<file path="src/design/haptic_pattern_sequencer_macros.svh">
// Assertion helpers for the sequencer modules (used by hps_back).
`ifndef HAPTIC_PATTERN_SEQUENCER_MACROS_SVH
`define HAPTIC_PATTERN_SEQUENCER_MACROS_SVH

// Same-cycle implication, checked out of reset.
`define HPS_ASSERT_NOW(label, ante, cons, msg) \
    label: assert property (@(posedge i_clk) disable iff (!i_rst_n) (ante) |-> (cons)) \
        else $error(msg);

// Next-cycle implication, checked out of reset.
`define HPS_ASSERT_NEXT(label, ante, cons, msg) \
    label: assert property (@(posedge i_clk) disable iff (!i_rst_n) (ante) |=> (cons)) \
        else $error(msg);

`endif

</file>
<file path="src/design/hps_pkg.sv">
package hps_pkg;

    typedef enum logic [3:0] {
        CMD_TICK          = 4'd0,
        CMD_CLICK         = 4'd1,
        CMD_DEFAULT_CLICK = 4'd2,
        CMD_KICK          = 4'd3,
        CMD_WIGGLE        = 4'd4,
        CMD_PURR_START    = 4'd5,
        CMD_PURR_STOP     = 4'd6,
        CMD_SERIES        = 4'd7,
        CMD_VIBRATE       = 4'd8,
        CMD_OFF           = 4'd9
    } t_cmd;

    localparam int CFG_INDEX_W = 3;
    localparam int CFG_DATA_W  = 16;

    localparam logic [CFG_INDEX_W-1:0] CFG_DEFAULT_LEVEL  = 3'd0;
    localparam logic [CFG_INDEX_W-1:0] CFG_STRENGTH_ONE   = 3'd1;
    localparam logic [CFG_INDEX_W-1:0] CFG_STRENGTH_TWO   = 3'd2;
    localparam logic [CFG_INDEX_W-1:0] CFG_STRENGTH_THREE = 3'd3;
    localparam logic [CFG_INDEX_W-1:0] CFG_STRENGTH_FOUR  = 3'd4;
    localparam logic [CFG_INDEX_W-1:0] CFG_PURR_PERIOD    = 3'd5;
    localparam logic [CFG_INDEX_W-1:0] CFG_VIBE_PERIOD    = 3'd6;

    localparam logic [7:0]  RST_DEFAULT_LEVEL  = 8'd2;
    localparam logic [7:0]  RST_STRENGTH_ONE   = 8'd40;
    localparam logic [7:0]  RST_STRENGTH_TWO   = 8'd80;
    localparam logic [7:0]  RST_STRENGTH_THREE = 8'd120;
    localparam logic [7:0]  RST_STRENGTH_FOUR  = 8'd200;
    localparam logic [15:0] RST_PURR_PERIOD    = 16'd150;
    localparam logic [15:0] RST_VIBE_PERIOD    = 16'd40;

    localparam logic [7:0] MS_CLICK      = 8'd30;
    localparam logic [7:0] MS_KICK       = 8'd40;
    localparam logic [7:0] MS_WIGGLE_ON  = 8'd60;
    localparam logic [7:0] MS_WIGGLE_OFF = 8'd20;
    localparam logic [7:0] MS_PURR       = 8'd20;
    localparam logic [7:0] MS_SERIES     = 8'd25;
    localparam logic [7:0] MS_VIBE       = 8'd10;
    localparam logic [7:0] MS_OFF        = 8'd0;

    localparam int VIBE_DIR_BIT = 5;

    // Wiggle is five items: on, off, on, off, on.
    localparam logic [2:0] WIGGLE_LAST_STEP = 3'd4;

    typedef struct packed {
        logic [3:0]  command;
        logic [31:0] now_time;
        logic [7:0]  strength;
        logic [7:0]  level;
        logic        direction;
        logic [7:0]  pulse_count;
        logic [15:0] series_gap;
        logic [15:0] vibrate_span;
    } t_in_item;

    typedef struct packed {
        logic [7:0] phase_a;
        logic [7:0] phase_b;
        logic [7:0] phase_c;
        logic [7:0] pulse_ms;
        logic       last;
    } t_out_item;

    typedef struct packed {
        logic [7:0] one;
        logic [7:0] two;
        logic [7:0] three;
        logic [7:0] four;
    } t_strengths;

    typedef struct packed {
        logic [7:0] str;
        logic       dir;
        logic [7:0] ms;
    } t_pulse;

    // One queued job: up to three pulses, or a wiggle built from slot 0.
    typedef struct packed {
        logic             wiggle;
        logic [1:0]       last_idx;
        t_pulse [2:0]     slots;
    } t_job;

    typedef struct packed {
        logic full;
        logic empty;
    } t_queue_status;

    function automatic logic [2:0] f_clamp_level(input logic [7:0] lv);
        logic [2:0] res;
        res = (lv > 8'd4) ? 3'd3 : lv[2:0];
        return res;
    endfunction

    function automatic logic [7:0] f_level_strength(input logic [2:0] lv, input t_strengths s);
        logic [7:0] res;
        case (lv)
            3'd1:    res = s.one;
            3'd2:    res = s.two;
            3'd3:    res = s.three;
            3'd4:    res = s.four;
            default: res = 8'd0;
        endcase
        return res;
    endfunction

    function automatic t_out_item f_pulse(input logic [7:0] s, input logic dir,
                                          input logic [7:0] ms);
        t_out_item res;
        res.phase_a  = dir ? 8'd0 : s;
        res.phase_b  = {1'b0, s[7:1]};
        res.phase_c  = dir ? s : 8'd0;
        res.pulse_ms = ms;
        res.last     = 1'b0;
        return res;
    endfunction

endpackage

</file>
<file path="src/design/haptic_pattern_sequencer.sv">
// Channel   | Handshake          | Payload / fields
// ----------+--------------------+-------------------------------------------
// command   | i_valid / o_ready  | i_cmd  (hps_pkg::t_in_item)
// pulse     | o_valid / i_ready  | o_item (hps_pkg::t_out_item)
// config    | i_cfg_wr_en        | i_cfg_index, i_cfg_data (no wait, no read)
//
// A command transaction is taken whenever the job queue has room;
// back-to-back commands enter on consecutive cycles.
// The pulse generator gives one pulse item per cycle unless i_ready stalls it;
// a command yields one item per pulse (one for click, off; up to one for kick;
// up to three for tick; five for wiggle) through the single output register.
// Reset is synchronous, active low; it restores the register defaults and
// clears all effect state. A stall on the pulse side fills the queue, after
// which o_ready drops until a job is finished.
module haptic_pattern_sequencer #(
    parameter int QUEUE_DEPTH = 2
) (
    input  logic                            i_clk,
    input  logic                            i_rst_n,
    input  logic                            i_valid,
    output logic                            o_ready,
    input  hps_pkg::t_in_item               i_cmd,
    output logic                            o_valid,
    input  logic                            i_ready,
    output hps_pkg::t_out_item              o_item,
    input  logic                            i_cfg_wr_en,
    input  logic [hps_pkg::CFG_INDEX_W-1:0] i_cfg_index,
    input  logic [hps_pkg::CFG_DATA_W-1:0]  i_cfg_data
);

    // Front: decode each command, update purr/series/vibrate timers and
    // resolve levels to strengths, then hand a pulse job to the queue.
    logic                   push;
    hps_pkg::t_job          push_job;
    // Back: expand the job at the queue head into pulse items.
    logic                   pop;
    hps_pkg::t_job          head_job;
    hps_pkg::t_queue_status q_status;

    hps_front u_front (
        .i_clk       (i_clk),
        .i_rst_n     (i_rst_n),
        .i_valid     (i_valid),
        .o_ready     (o_ready),
        .i_cmd       (i_cmd),
        .i_cfg_wr_en (i_cfg_wr_en),
        .i_cfg_index (i_cfg_index),
        .i_cfg_data  (i_cfg_data),
        .i_q_status  (q_status),
        .o_push      (push),
        .o_job       (push_job)
    );

    // Short job queue decouples command intake from pulse output.
    hps_queue #(
        .DEPTH (QUEUE_DEPTH)
    ) u_queue (
        .i_clk    (i_clk),
        .i_rst_n  (i_rst_n),
        .i_push   (push),
        .i_job    (push_job),
        .i_pop    (pop),
        .o_job    (head_job),
        .o_status (q_status)
    );

    // Drop each job from the queue as its final pulse enters the output register.
    hps_back u_back (
        .i_clk      (i_clk),
        .i_rst_n    (i_rst_n),
        .i_job      (head_job),
        .i_q_status (q_status),
        .o_pop      (pop),
        .o_valid    (o_valid),
        .i_ready    (i_ready),
        .o_item     (o_item)
    );

endmodule

</file>
<file path="src/design/hps_front.sv">
module hps_front (
    input  logic                            i_clk,
    input  logic                            i_rst_n,
    input  logic                            i_valid,
    output logic                            o_ready,
    input  hps_pkg::t_in_item               i_cmd,
    input  logic                            i_cfg_wr_en,
    input  logic [hps_pkg::CFG_INDEX_W-1:0] i_cfg_index,
    input  logic [hps_pkg::CFG_DATA_W-1:0]  i_cfg_data,
    input  hps_pkg::t_queue_status          i_q_status,
    output logic                            o_push,
    output hps_pkg::t_job                   o_job
);

    logic [7:0]          r_default_level;
    hps_pkg::t_strengths r_str;
    logic [15:0]         r_purr_period;
    logic [15:0]         r_vibe_period;

    logic        r_purr_on,    n_purr_on;
    logic [2:0]  r_purr_lvl,   n_purr_lvl;
    logic [31:0] r_purr_due,   n_purr_due;
    logic        r_purr_rev,   n_purr_rev;
    logic [7:0]  r_series_left, n_series_left;
    logic [15:0] r_series_gap, n_series_gap;
    logic [2:0]  r_series_lvl, n_series_lvl;
    logic [31:0] r_series_due, n_series_due;
    logic        r_vibe_on,    n_vibe_on;
    logic [31:0] r_vibe_end,   n_vibe_end;
    logic [2:0]  r_vibe_lvl,   n_vibe_lvl;
    logic [31:0] r_vibe_due,   n_vibe_due;

    logic          accept;
    logic          has_items;
    logic [1:0]    slot;
    logic [7:0]    mapped;
    hps_pkg::t_job job;

    assign o_ready = !i_q_status.full;
    assign accept  = i_valid && o_ready;
    assign o_push  = accept && has_items;
    assign o_job   = job;
    assign mapped  = hps_pkg::f_level_strength(hps_pkg::f_clamp_level(i_cmd.level), r_str);

    always_comb begin
        n_purr_on     = r_purr_on;
        n_purr_lvl    = r_purr_lvl;
        n_purr_due    = r_purr_due;
        n_purr_rev    = r_purr_rev;
        n_series_left = r_series_left;
        n_series_gap  = r_series_gap;
        n_series_lvl  = r_series_lvl;
        n_series_due  = r_series_due;
        n_vibe_on     = r_vibe_on;
        n_vibe_end    = r_vibe_end;
        n_vibe_lvl    = r_vibe_lvl;
        n_vibe_due    = r_vibe_due;
        job           = '0;
        has_items     = 1'b0;
        slot          = 2'd0;
        case (hps_pkg::t_cmd'(i_cmd.command))
            hps_pkg::CMD_TICK: begin
                // Pack due pulses in order purr, series, vibrate.
                if (r_purr_on && (i_cmd.now_time >= r_purr_due)) begin
                    job.slots[slot] = '{str: hps_pkg::f_level_strength(r_purr_lvl, r_str),
                                        dir: r_purr_rev, ms: hps_pkg::MS_PURR};
                    slot       = slot + 2'd1;
                    n_purr_rev = !r_purr_rev;
                    n_purr_due = i_cmd.now_time + {16'd0, r_purr_period};
                end
                if ((r_series_left != 8'd0) && (i_cmd.now_time >= r_series_due)) begin
                    job.slots[slot] = '{str: hps_pkg::f_level_strength(r_series_lvl, r_str),
                                        dir: 1'b0, ms: hps_pkg::MS_SERIES};
                    slot          = slot + 2'd1;
                    n_series_left = r_series_left - 8'd1;
                    n_series_due  = i_cmd.now_time + {16'd0, r_series_gap};
                end
                if (r_vibe_on) begin
                    if (i_cmd.now_time >= r_vibe_end) begin
                        n_vibe_on = 1'b0;
                    end else if (i_cmd.now_time >= r_vibe_due) begin
                        job.slots[slot] = '{str: hps_pkg::f_level_strength(r_vibe_lvl, r_str),
                                            dir: i_cmd.now_time[hps_pkg::VIBE_DIR_BIT],
                                            ms: hps_pkg::MS_VIBE};
                        slot       = slot + 2'd1;
                        n_vibe_due = i_cmd.now_time + {16'd0, r_vibe_period};
                    end
                end
                has_items    = (slot != 2'd0);
                job.last_idx = slot - 2'd1;
            end
            hps_pkg::CMD_CLICK: begin
                job.slots[0] = '{str: i_cmd.strength, dir: 1'b0, ms: hps_pkg::MS_CLICK};
                has_items    = 1'b1;
            end
            hps_pkg::CMD_DEFAULT_CLICK: begin
                job.slots[0] = '{str: hps_pkg::f_level_strength(
                                     hps_pkg::f_clamp_level(r_default_level), r_str),
                                 dir: 1'b0, ms: hps_pkg::MS_CLICK};
                has_items    = (r_default_level != 8'd0);
            end
            hps_pkg::CMD_KICK: begin
                job.slots[0] = '{str: mapped, dir: i_cmd.direction, ms: hps_pkg::MS_KICK};
                has_items    = (mapped != 8'd0);
            end
            hps_pkg::CMD_WIGGLE: begin
                job.wiggle   = 1'b1;
                job.slots[0] = '{str: r_str.three, dir: 1'b0, ms: hps_pkg::MS_WIGGLE_ON};
                has_items    = 1'b1;
            end
            hps_pkg::CMD_PURR_START: begin
                if (i_cmd.level != 8'd0) begin
                    n_purr_on  = 1'b1;
                    n_purr_lvl = hps_pkg::f_clamp_level(i_cmd.level);
                    n_purr_due = i_cmd.now_time;
                    n_purr_rev = 1'b0;
                end
            end
            hps_pkg::CMD_PURR_STOP: begin
                n_purr_on = 1'b0;
            end
            hps_pkg::CMD_SERIES: begin
                if ((i_cmd.level != 8'd0) && (i_cmd.pulse_count != 8'd0)) begin
                    n_series_left = i_cmd.pulse_count;
                    n_series_gap  = i_cmd.series_gap;
                    n_series_lvl  = hps_pkg::f_clamp_level(i_cmd.level);
                    n_series_due  = i_cmd.now_time;
                end
            end
            hps_pkg::CMD_VIBRATE: begin
                if ((i_cmd.level != 8'd0) && (i_cmd.vibrate_span != 16'd0)) begin
                    n_vibe_on  = 1'b1;
                    n_vibe_lvl = hps_pkg::f_clamp_level(i_cmd.level);
                    n_vibe_end = i_cmd.now_time + {16'd0, i_cmd.vibrate_span};
                    n_vibe_due = i_cmd.now_time;
                end
            end
            hps_pkg::CMD_OFF: begin
                job.slots[0] = '{str: 8'd0, dir: 1'b0, ms: hps_pkg::MS_OFF};
                has_items    = 1'b1;
            end
            default: begin
            end
        endcase
    end

    // Configuration registers.
    always_ff @(posedge i_clk) begin
        if (!i_rst_n) begin
            r_default_level <= hps_pkg::RST_DEFAULT_LEVEL;
            r_str.one       <= hps_pkg::RST_STRENGTH_ONE;
            r_str.two       <= hps_pkg::RST_STRENGTH_TWO;
            r_str.three     <= hps_pkg::RST_STRENGTH_THREE;
            r_str.four      <= hps_pkg::RST_STRENGTH_FOUR;
            r_purr_period   <= hps_pkg::RST_PURR_PERIOD;
            r_vibe_period   <= hps_pkg::RST_VIBE_PERIOD;
        end else if (i_cfg_wr_en) begin
            case (i_cfg_index)
                hps_pkg::CFG_DEFAULT_LEVEL:  r_default_level <= i_cfg_data[7:0];
                hps_pkg::CFG_STRENGTH_ONE:   r_str.one       <= i_cfg_data[7:0];
                hps_pkg::CFG_STRENGTH_TWO:   r_str.two       <= i_cfg_data[7:0];
                hps_pkg::CFG_STRENGTH_THREE: r_str.three     <= i_cfg_data[7:0];
                hps_pkg::CFG_STRENGTH_FOUR:  r_str.four      <= i_cfg_data[7:0];
                hps_pkg::CFG_PURR_PERIOD:    r_purr_period   <= i_cfg_data;
                hps_pkg::CFG_VIBE_PERIOD:    r_vibe_period   <= i_cfg_data;
                default: begin
                end
            endcase
        end
    end

    // Effect state advances on every accepted transaction.
    always_ff @(posedge i_clk) begin
        if (!i_rst_n) begin
            r_purr_on     <= 1'b0;
            r_purr_lvl    <= 3'd0;
            r_purr_due    <= 32'd0;
            r_purr_rev    <= 1'b0;
            r_series_left <= 8'd0;
            r_series_gap  <= 16'd0;
            r_series_lvl  <= 3'd0;
            r_series_due  <= 32'd0;
            r_vibe_on     <= 1'b0;
            r_vibe_end    <= 32'd0;
            r_vibe_lvl    <= 3'd0;
            r_vibe_due    <= 32'd0;
        end else if (accept) begin
            r_purr_on     <= n_purr_on;
            r_purr_lvl    <= n_purr_lvl;
            r_purr_due    <= n_purr_due;
            r_purr_rev    <= n_purr_rev;
            r_series_left <= n_series_left;
            r_series_gap  <= n_series_gap;
            r_series_lvl  <= n_series_lvl;
            r_series_due  <= n_series_due;
            r_vibe_on     <= n_vibe_on;
            r_vibe_end    <= n_vibe_end;
            r_vibe_lvl    <= n_vibe_lvl;
            r_vibe_due    <= n_vibe_due;
        end
    end

endmodule

</file>
<file path="src/design/hps_queue.sv">
module hps_queue #(
    parameter int DEPTH = 2
) (
    input  logic                   i_clk,
    input  logic                   i_rst_n,
    input  logic                   i_push,
    input  hps_pkg::t_job          i_job,
    input  logic                   i_pop,
    output hps_pkg::t_job          o_job,
    output hps_pkg::t_queue_status o_status
);

    localparam int PTR_W = (DEPTH > 1) ? $clog2(DEPTH) : 1;
    localparam int CNT_W = $clog2(DEPTH + 1);
    localparam logic [PTR_W-1:0] LAST_PTR = PTR_W'(DEPTH - 1);
    localparam logic [CNT_W-1:0] FULL_CNT = CNT_W'(DEPTH);

    hps_pkg::t_job    r_mem [DEPTH];
    logic [PTR_W-1:0] r_wr_ptr;
    logic [PTR_W-1:0] r_rd_ptr;
    logic [CNT_W-1:0] r_count;
    logic             do_push;
    logic             do_pop;

    assign o_status.full  = (r_count == FULL_CNT);
    assign o_status.empty = (r_count == '0);
    assign do_push        = i_push && !o_status.full;
    assign do_pop         = i_pop && !o_status.empty;
    assign o_job          = r_mem[r_rd_ptr];

    always_ff @(posedge i_clk) begin
        if (do_push) begin
            r_mem[r_wr_ptr] <= i_job;
        end
    end

    always_ff @(posedge i_clk) begin
        if (!i_rst_n) begin
            r_wr_ptr <= '0;
            r_rd_ptr <= '0;
            r_count  <= '0;
        end else begin
            if (do_push) begin
                r_wr_ptr <= (r_wr_ptr == LAST_PTR) ? '0 : r_wr_ptr + PTR_W'(1);
            end
            if (do_pop) begin
                r_rd_ptr <= (r_rd_ptr == LAST_PTR) ? '0 : r_rd_ptr + PTR_W'(1);
            end
            if (do_push && !do_pop) begin
                r_count <= r_count + CNT_W'(1);
            end else if (do_pop && !do_push) begin
                r_count <= r_count - CNT_W'(1);
            end
        end
    end

endmodule

</file>
<file path="src/design/hps_back.sv">
`include "haptic_pattern_sequencer_macros.svh"

module hps_back (
    input  logic                   i_clk,
    input  logic                   i_rst_n,
    input  hps_pkg::t_job          i_job,
    input  hps_pkg::t_queue_status i_q_status,
    output logic                   o_pop,
    output logic                   o_valid,
    input  logic                   i_ready,
    output hps_pkg::t_out_item     o_item
);

    logic [2:0]         r_step;
    logic               r_valid;
    hps_pkg::t_out_item r_item;
    hps_pkg::t_out_item item;
    hps_pkg::t_pulse    cur;
    logic               out_load;

    assign cur      = i_job.slots[r_step[1:0]];
    assign out_load = !i_q_status.empty && (!r_valid || i_ready);
    assign o_pop    = out_load && item.last;
    assign o_valid  = r_valid;
    assign o_item   = r_item;

    always_comb begin
        if (i_job.wiggle) begin
            // Even steps drive, odd steps rest with all phases off.
            if (r_step[0]) begin
                item = hps_pkg::f_pulse(8'd0, 1'b0, hps_pkg::MS_WIGGLE_OFF);
            end else begin
                item = hps_pkg::f_pulse(i_job.slots[0].str, r_step[1], hps_pkg::MS_WIGGLE_ON);
            end
            item.last = (r_step == hps_pkg::WIGGLE_LAST_STEP);
        end else begin
            item      = hps_pkg::f_pulse(cur.str, cur.dir, cur.ms);
            item.last = (r_step[1:0] == i_job.last_idx);
        end
    end

    always_ff @(posedge i_clk) begin
        if (!i_rst_n) begin
            r_step  <= 3'd0;
            r_valid <= 1'b0;
        end else begin
            if (out_load) begin
                r_step  <= item.last ? 3'd0 : r_step + 3'd1;
                r_valid <= 1'b1;
            end else if (i_ready) begin
                r_valid <= 1'b0;
            end
        end
    end

    always_ff @(posedge i_clk) begin
        if (out_load) begin
            r_item <= item;
        end
    end

    `HPS_ASSERT_NOW(a_step_range, 1'b1, r_step <= hps_pkg::WIGGLE_LAST_STEP, "step out of range")
    `HPS_ASSERT_NOW(a_idle_step, i_q_status.empty, r_step == 3'd0, "step moved with no job")
    `HPS_ASSERT_NOW(a_plain_step, !i_q_status.empty && !i_job.wiggle, r_step[1:0] <= i_job.last_idx && !r_step[2], "step past job end")
    `HPS_ASSERT_NEXT(a_last_rewind, out_load && item.last, r_step == 3'd0 && r_valid && r_item.last, "job end not marked")

endmodule
</file>
<file path="config.mk">
export PLATFORM = sky130hd
export DESIGN_NAME = haptic_pattern_sequencer
export DESIGN_NICKNAME = d
export VERILOG_FILES = /design/src/design/hps_pkg.sv /design/src/design/haptic_pattern_sequencer.sv /design/src/design/hps_front.sv /design/src/design/hps_queue.sv /design/src/design/hps_back.sv
export VERILOG_INCLUDE_DIRS = /design/src /design/src/design
export SDC_FILE = /design/constraint.sdc
export NUM_CORES = 1
export LEC_CHECK = 0
export ABC_CLOCK_PERIOD_IN_PS = 10150
export BUFFER_PORTS_ARGS = -buffer_cell sky130_fd_sc_hd__buf_2
export CORE_ASPECT_RATIO = 2
export CORE_MARGIN = 2
export CORE_UTILIZATION = 48
export CTS_BUF_LIST = sky130_fd_sc_hd__clkbuf_8 sky130_fd_sc_hd__clkbuf_16
export DETAILED_ROUTE_END_ITERATION = 12
export PLACE_DENSITY = 0.66
export SLEW_MARGIN = 25
export SYNTH_ARGS = -nofsm -noshare
export SYNTH_HDL_FRONTEND = slang
export SYNTH_SLANG_ARGS = --single-unit
</file>
<file path="constraint.sdc">
create_clock -name i_clk -period 10.15 [get_ports i_clk]
set_input_delay 2.03 -clock i_clk [delete_from_list [all_inputs] [get_ports i_clk]]
set_output_delay 2.03 -clock i_clk [all_outputs]
set_load 0.02 [all_outputs]
</file>
# == Word-level counts from Yosys, hierarchy flattened ==
# Memories as Yosys holds them, arrays and structs flattened. A register that Yosys moved wholly into a read port is not among the register bits.
# Cells that the tools add are included.
# word_totals
output_inout_bits,35
ff_bits,277
word_cells,234
input_bits,117
mem_count,1
ramBits,108
# classes
magnitude_cmp,11
n_reduce_logical,53
add_sub_neg,13
eq_ne,46
mux,80
# mem_list
memory,words,word_bits,read_ports,rd_ports_with_merged_regs,write_ports,line,text
u_queue.r_mem,2,54,1,1,1,hps_queue.sv:18,hps_pkg::t_job r_mem [DEPTH];
# op_table
cell,n
$mux 32,8
$mux 51,5
$pmux 32 s2,3
$pmux 8 s4,5
$add 32x16->32,4
$ge 32x32->1,4
$bwmux 51,2
$mux 8,12
$mux 17,5
$pmux 17 s5,1
$demux 17 s2,2
$mux 33,2
$reduce_bool 8->1,5
$eq 3x2->1 const B,12
$mux 36,1
$bmux 17 s2,1
$eq 3x3->1 const B,9
$eq 3x1->1 const B,6
$mux 2,9
$eq 4x3->1 const B,4
$gt 8x3->1 const B,2
$mux 1,16
$pmux 8 s2,1
$reduce_bool 16->1,1
29 further kinds,83

# == Depth between registers and ports, before layout ==
# depth
ltp_word,20
depth_mapped,21
ltp_nobuf,19

# == Modules after synthesis ==
# From an unflattened synthesis, not the netlist that was laid out.
# hier_totals
cells_unflattened,2809
area_unflattened_um2,24253.3
# modules_own_cells
mod,n_inst,seq_area_each_um2,area_per_inst_um2,cells_per_inst
hps_front,1,4724.5,18138.6,2430
hps_queue,1,3343.2,4127.7,193
hps_back,1,1041.0,1986.9,186

# == Worst setup path after synthesis ==
# No wires, ideal clock.
# synth_path
path_kind,input port to flip-flop
startpoint,input port i_cmd[76] in the netlist's numbering
endpoint,"memory u_queue.r_mem[0][0] in the netlist's numbering, enable pin"
slack_ps,2692
setup_ps,442
stages,17
arrival_ps,7016
required_ps,9708
path_buffers,2
path_cell_list,ha_1 a2111oi_0 o21ai_0 a221o_1 a211o_1 a21oi_2 o21a_1 buf_6 buf_6 inv_1 ha_1 xnor2_1 ha_1 a21oi_1 o21ai_0 a31oi_2 nor2b_1
# synth_between
elab_chain_len,18
word_cells_on_any_way,22
classes_between,add/sub: 2; order compare: 4; mux: 11; reduce/logical: 5
# synth_lines
item,line,text
start: declaration,haptic_pattern_sequencer.sv:22,"input hps_pkg::t_in_item i_cmd,"
$ge 32x32->1,hps_front.sv:64,if (r_purr_on && (i_cmd.now_time >= r_purr_due)) begin
$logic_and 1x1->1,hps_front.sv:64,
$mux 1,hps_front.sv:64,
$mux 2,hps_front.sv:61,case (hps_pkg::t_cmd'(i_cmd.command))
$add 2x1->2,hps_front.sv:74,slot = slot + 2'd1;
$mux 2,hps_front.sv:71,if ((r_series_left != 8'd0) && (i_cmd.now_time >= r_series_due)) begin
$mux 2,hps_front.sv:61,
$add 2x1->2,hps_front.sv:85,slot = slot + 2'd1;
[3 not listed],n/a,
$mux 2 *,hps_front.sv:61,
$reduce_bool 2->1 *,hps_front.sv:89,has_items = (slot != 2'd0);
$pmux 1 s4 *,hps_front.sv:61,
$logic_and 1x1->1 *,hps_front.sv:41,assign o_push = accept && has_items;
$logic_and 1x1->1 *,hps_queue.sv:27,assign do_push = i_push && !o_status.full;
net u_queue.do_push,hps_queue.sv:22,logic do_push;
$mux 1 *,hps_queue.sv:32,if (do_push) begin
$mux 1 (implied by the code) *,hps_queue.sv:33,r_mem[r_wr_ptr] <= i_job;
end: declaration,hps_queue.sv:18,
# Mark *: on every way through the listed nets, which the timed path passes. The rest lies on a longest branch. The select of a mux whose other input is x is not followed.

# == Worst setup path after layout ==
# layout_path
startpoint,input port i_cmd[57] in the netlist's numbering
endpoint,"memory u_queue.r_mem[1][11] in the netlist's numbering, enable pin"
# Same word-level chain as after synthesis.

==> results.md <==
* Via Count at approximately 22,000
* Prevailing post-synth register cell: dfxtp_1
* Die Span X at about 160 µm
* # port buffers at between 100 and 150
* Die Y at between 300 and 400 µm
* Starting density of the core at slightly below 50%
* CTS tree: built
* 1st-pass router iterations at 5
* Number of nets in the layout at 3,136
* Post-route setup slack at slightly above 3 ns
* HP Start: u_front.r_vibe_end[3]
* Root buffer cell: clkbuf_16
* Post-detailed-route DRC marker count at 0
* Vias per inst at approximately 6.3
* Reg2Reg Depth at 18
* Wire per inst at 23.3 µm
* Routed WL at between 80,000 and 90,000 µm
* Hold Buf Count CTS at 0
* Largest net degree at the start of global routing at approximately 120
* P&R area growth vs syn at 10.1%
* Slew Viols, Final at 0
* Worst R2R Start: u_front.r_series_left[0]
* Syn Area/Cell at approximately 8.5 µm²
* Total CTS buffers at 36
* CP Data Arrival Time at roughly 7.3 ns
* GRT Residual Overflow at 0
* Layout Skew at approximately 0.023 ns
* DIE AREA at approximately 51,000 µm²
* Area of the mapped netlist at 23,400 µm²
* Initial DRC Count at approximately 1,600
* ANT nets after route at 0
* Final hold vios at 0
* Vias in the first global route at approximately 21,000
* Static leakage at between 9 and 10 nW
* Final TNS setup at 0 ns
* RSZ-0062 raised after global routing: false
* Reg2Reg Setup Slack at around 4.5 ns
* CTS resizes at 0
* Max clock buf depth at 3
* Worst-Skew Late Latency at 0.57 ns
* Max-Cap Viols at 0
* Detail Placement HPWL at between 50,000 and 60,000 µm
* Total clock sinks at about 360
* Share of layout cells above drive strength 1 at 10.6%
* Minimum setup slack after placement at 2.52 ns
* First-pass GRT wire length at 122,000 µm
* Final min period at about 7 ns
* CP endpoint kind: flip-flop
* Final GP Congestion at 0.939
* Finish-stage setup viols at 0
* Power density cells at between 100 and 150 nW/µm²
* Synthesis Warnings at 0
* Ys async rst share at 0%
* Top Ports at roughly 150
* Hold path depth at 2
* Register bit total from synthesis at between 300 and 400
* Reg2Reg Capture Point: u_queue.r_mem[1][11]
* Slew Limit Headroom at between 20% and 30%
* Largest fanout on the critical path at 22
* EDFF count, synth at 110
* Clock Pin Slew Worst Setup and Hold Paths at 0.07 ns
* Fmax achieved at approximately 140 MHz
* Endpoint of the worst hold path: u_front.r_vibe_end[3]
* Worst-Margin Slew at approximately 1.1 ns
* Crit path launch type: input pin
* Sequential area share after synthesis at approximately a third
* Core footprint at between 40,000 and 50,000 µm²
* Worst setup path class: in -> reg
* Initial antenna violation count at 0
* Hold WC Path Type: reg -> reg
* Hold WS at ~0.46 ns
* GRT Total Usage at 31.2%
* Core Rows at approximately 110
* H-tree levels at 2
* Synth unique cells at just under 100
* Number of setup buffers added after CTS at 0
* Util after Layout at a little over half
* Cells after Synth at 2,749
* Required time worst endpoint at just over 10 ns
* Fin crit share at a little over two thirds
* Worst VDD drop at about 0.15 mV
* Status: finished, final reports clean
==> synthesized netlist by cell type (32+ instances only) <==
cell type	n	share of area, %
nor2_1	126	2.0
mux2i_1	53	2.3
ha_1	202	11
xor2_1	32	1.2
o22ai_1	38	1.0
o21ai_0	128	2.7
nand4_1	36	0.96
a21oi_1	282	6.0
inv_1	160	2.6
edfxtp_1	110	14
clkbuf_1	99	1.6
a22oi_1	32	1.0
a21o_1	41	1.3
xnor2_1	66	2.5
nand3_1	76	1.6
nand2_1	388	6.2
nor2b_1	38	1.0
dfxtp_1	245	21
a211oi_1	85	2.7
==> cell families (layout without fill, tap and decap cells) <==
family	Yosys count	in the layout	synth area share [%]
and+or+nand+nor	858	858	17.4
AOI/OAI and AO/OA	836	836	23.3
DFF	355	355	35.1
buffers and inverters	318	407	5.77
adders and majority gates	208	208	11.3
xor gates and xnor gates	98	98	3.68
muxes	75	75	3.48
other	1	5	0.0161
==> power by group <==
| group | internal (W) | switching, W |
|---|---|---|
| combinational | 0.000200 | 0.000375 |
| sequential | 0.00150 | 0.0000280 |
| clock | 0.000745 | 0.000609 |
==> through the flow <==
step / area (µm²) / power (W) / std cells
CTS: 25700 / 0.00347 / 3476
detailed placement: 24500 / 0.00213 / 3411
global placement: 24500 / 0.00211 / 3410
finish: 25700 / 0.00346 / 3480
floorplan: 23400 / 0.00193 / 2751
global route: 25700 / 0.00359 / 3478
==> layout by cell type, fill, tap and decap left out, drive strengths merged, types with 38 or more instances in the layout <==
master,instances
a211oi,85
a21o,41
a21oi,284
buf,179
clkbuf,41
dfxtp,245
edfxtp,110
ha,202
inv,173
mux2i,53
nand2,388
nand3,77
nor2,132
nor2b,38
o21ai,133
o22ai,38
xnor2,66
==> metal layers <==
| metal | wire, µm | part of all wire [%] | GRT usage (%) |
|---|---|---|---|
| met2 | 41400 | 51 | 57.8 |
| met5 | 0 | 0 | 0 |
| met1 | 28100 | 35 | 31.9 |
| met4 | 7490 | 9.2 | 24.5 |
| met3 | 4110 | 5.1 | 3.42 |
==> registers in the layout, summed over array words and instances, names as in the netlist, 16 cells and up, named ones only <==
register and cells:
u_queue.r_mem 80, u_front.r_purr_period 16, u_front.r_vibe_due 32, u_front.r_series_due 32, u_front.r_vibe_period 16, u_back.o_item 30
u_front.r_purr_due 32, u_front.r_str 32, u_front.r_series_gap 16, u_front.r_vibe_end 32
==> area by class of cell <==
cell class / count / area (µm²)
fillers: 4587 / 22500
multi-input cells: 2078 / 13900
flip-flops and latches: 355 / 8210
repair buffers: 179 / 1020
clock buffers: 41 / 970
well taps: 638 / 798
inverters: 163 / 617
clock inverters: 24 / 201
diodes: 2 / 5.00
==> critical path, cell delays in order <==
cell     delay (ns)
buf_2          0.23
inv_1          0.19
ha_1           0.32
nor2b_1        0.12
o21ai_0        0.11
a41oi_1        0.22
o21ai_0        0.12
o21ai_1        0.83
and2_1         0.40
inv_1          0.13
ha_1           0.39
xnor2_1        0.18
ha_1           0.23
a21oi_1        0.14
o21ai_0        0.10
a31oi_2        0.33
and2_1         0.78
buf_4          0.43
==> worst max path at each step <==
stage          startpoint              endpoint  slack (ns)  cells past startpoint
6_report        i_cmd[57]  u_queue.r_mem[1][11]        3.05                     18
5_1_grt         i_cmd[57]  u_queue.r_mem[1][11]        2.66                     18
4_1_cts         i_cmd[57]  u_queue.r_mem[1][12]        3.10                     18
3_5_place_dp    i_cmd[57]  u_queue.r_mem[1][11]        2.52                     18
3_3_place_gp    i_cmd[57]  u_queue.r_mem[1][11]        2.71                     18
2_1_floorplan   i_cmd[76]   u_queue.r_mem[0][0]        2.69                     17
Note: power is estimated with default switching activity, not from simulation.
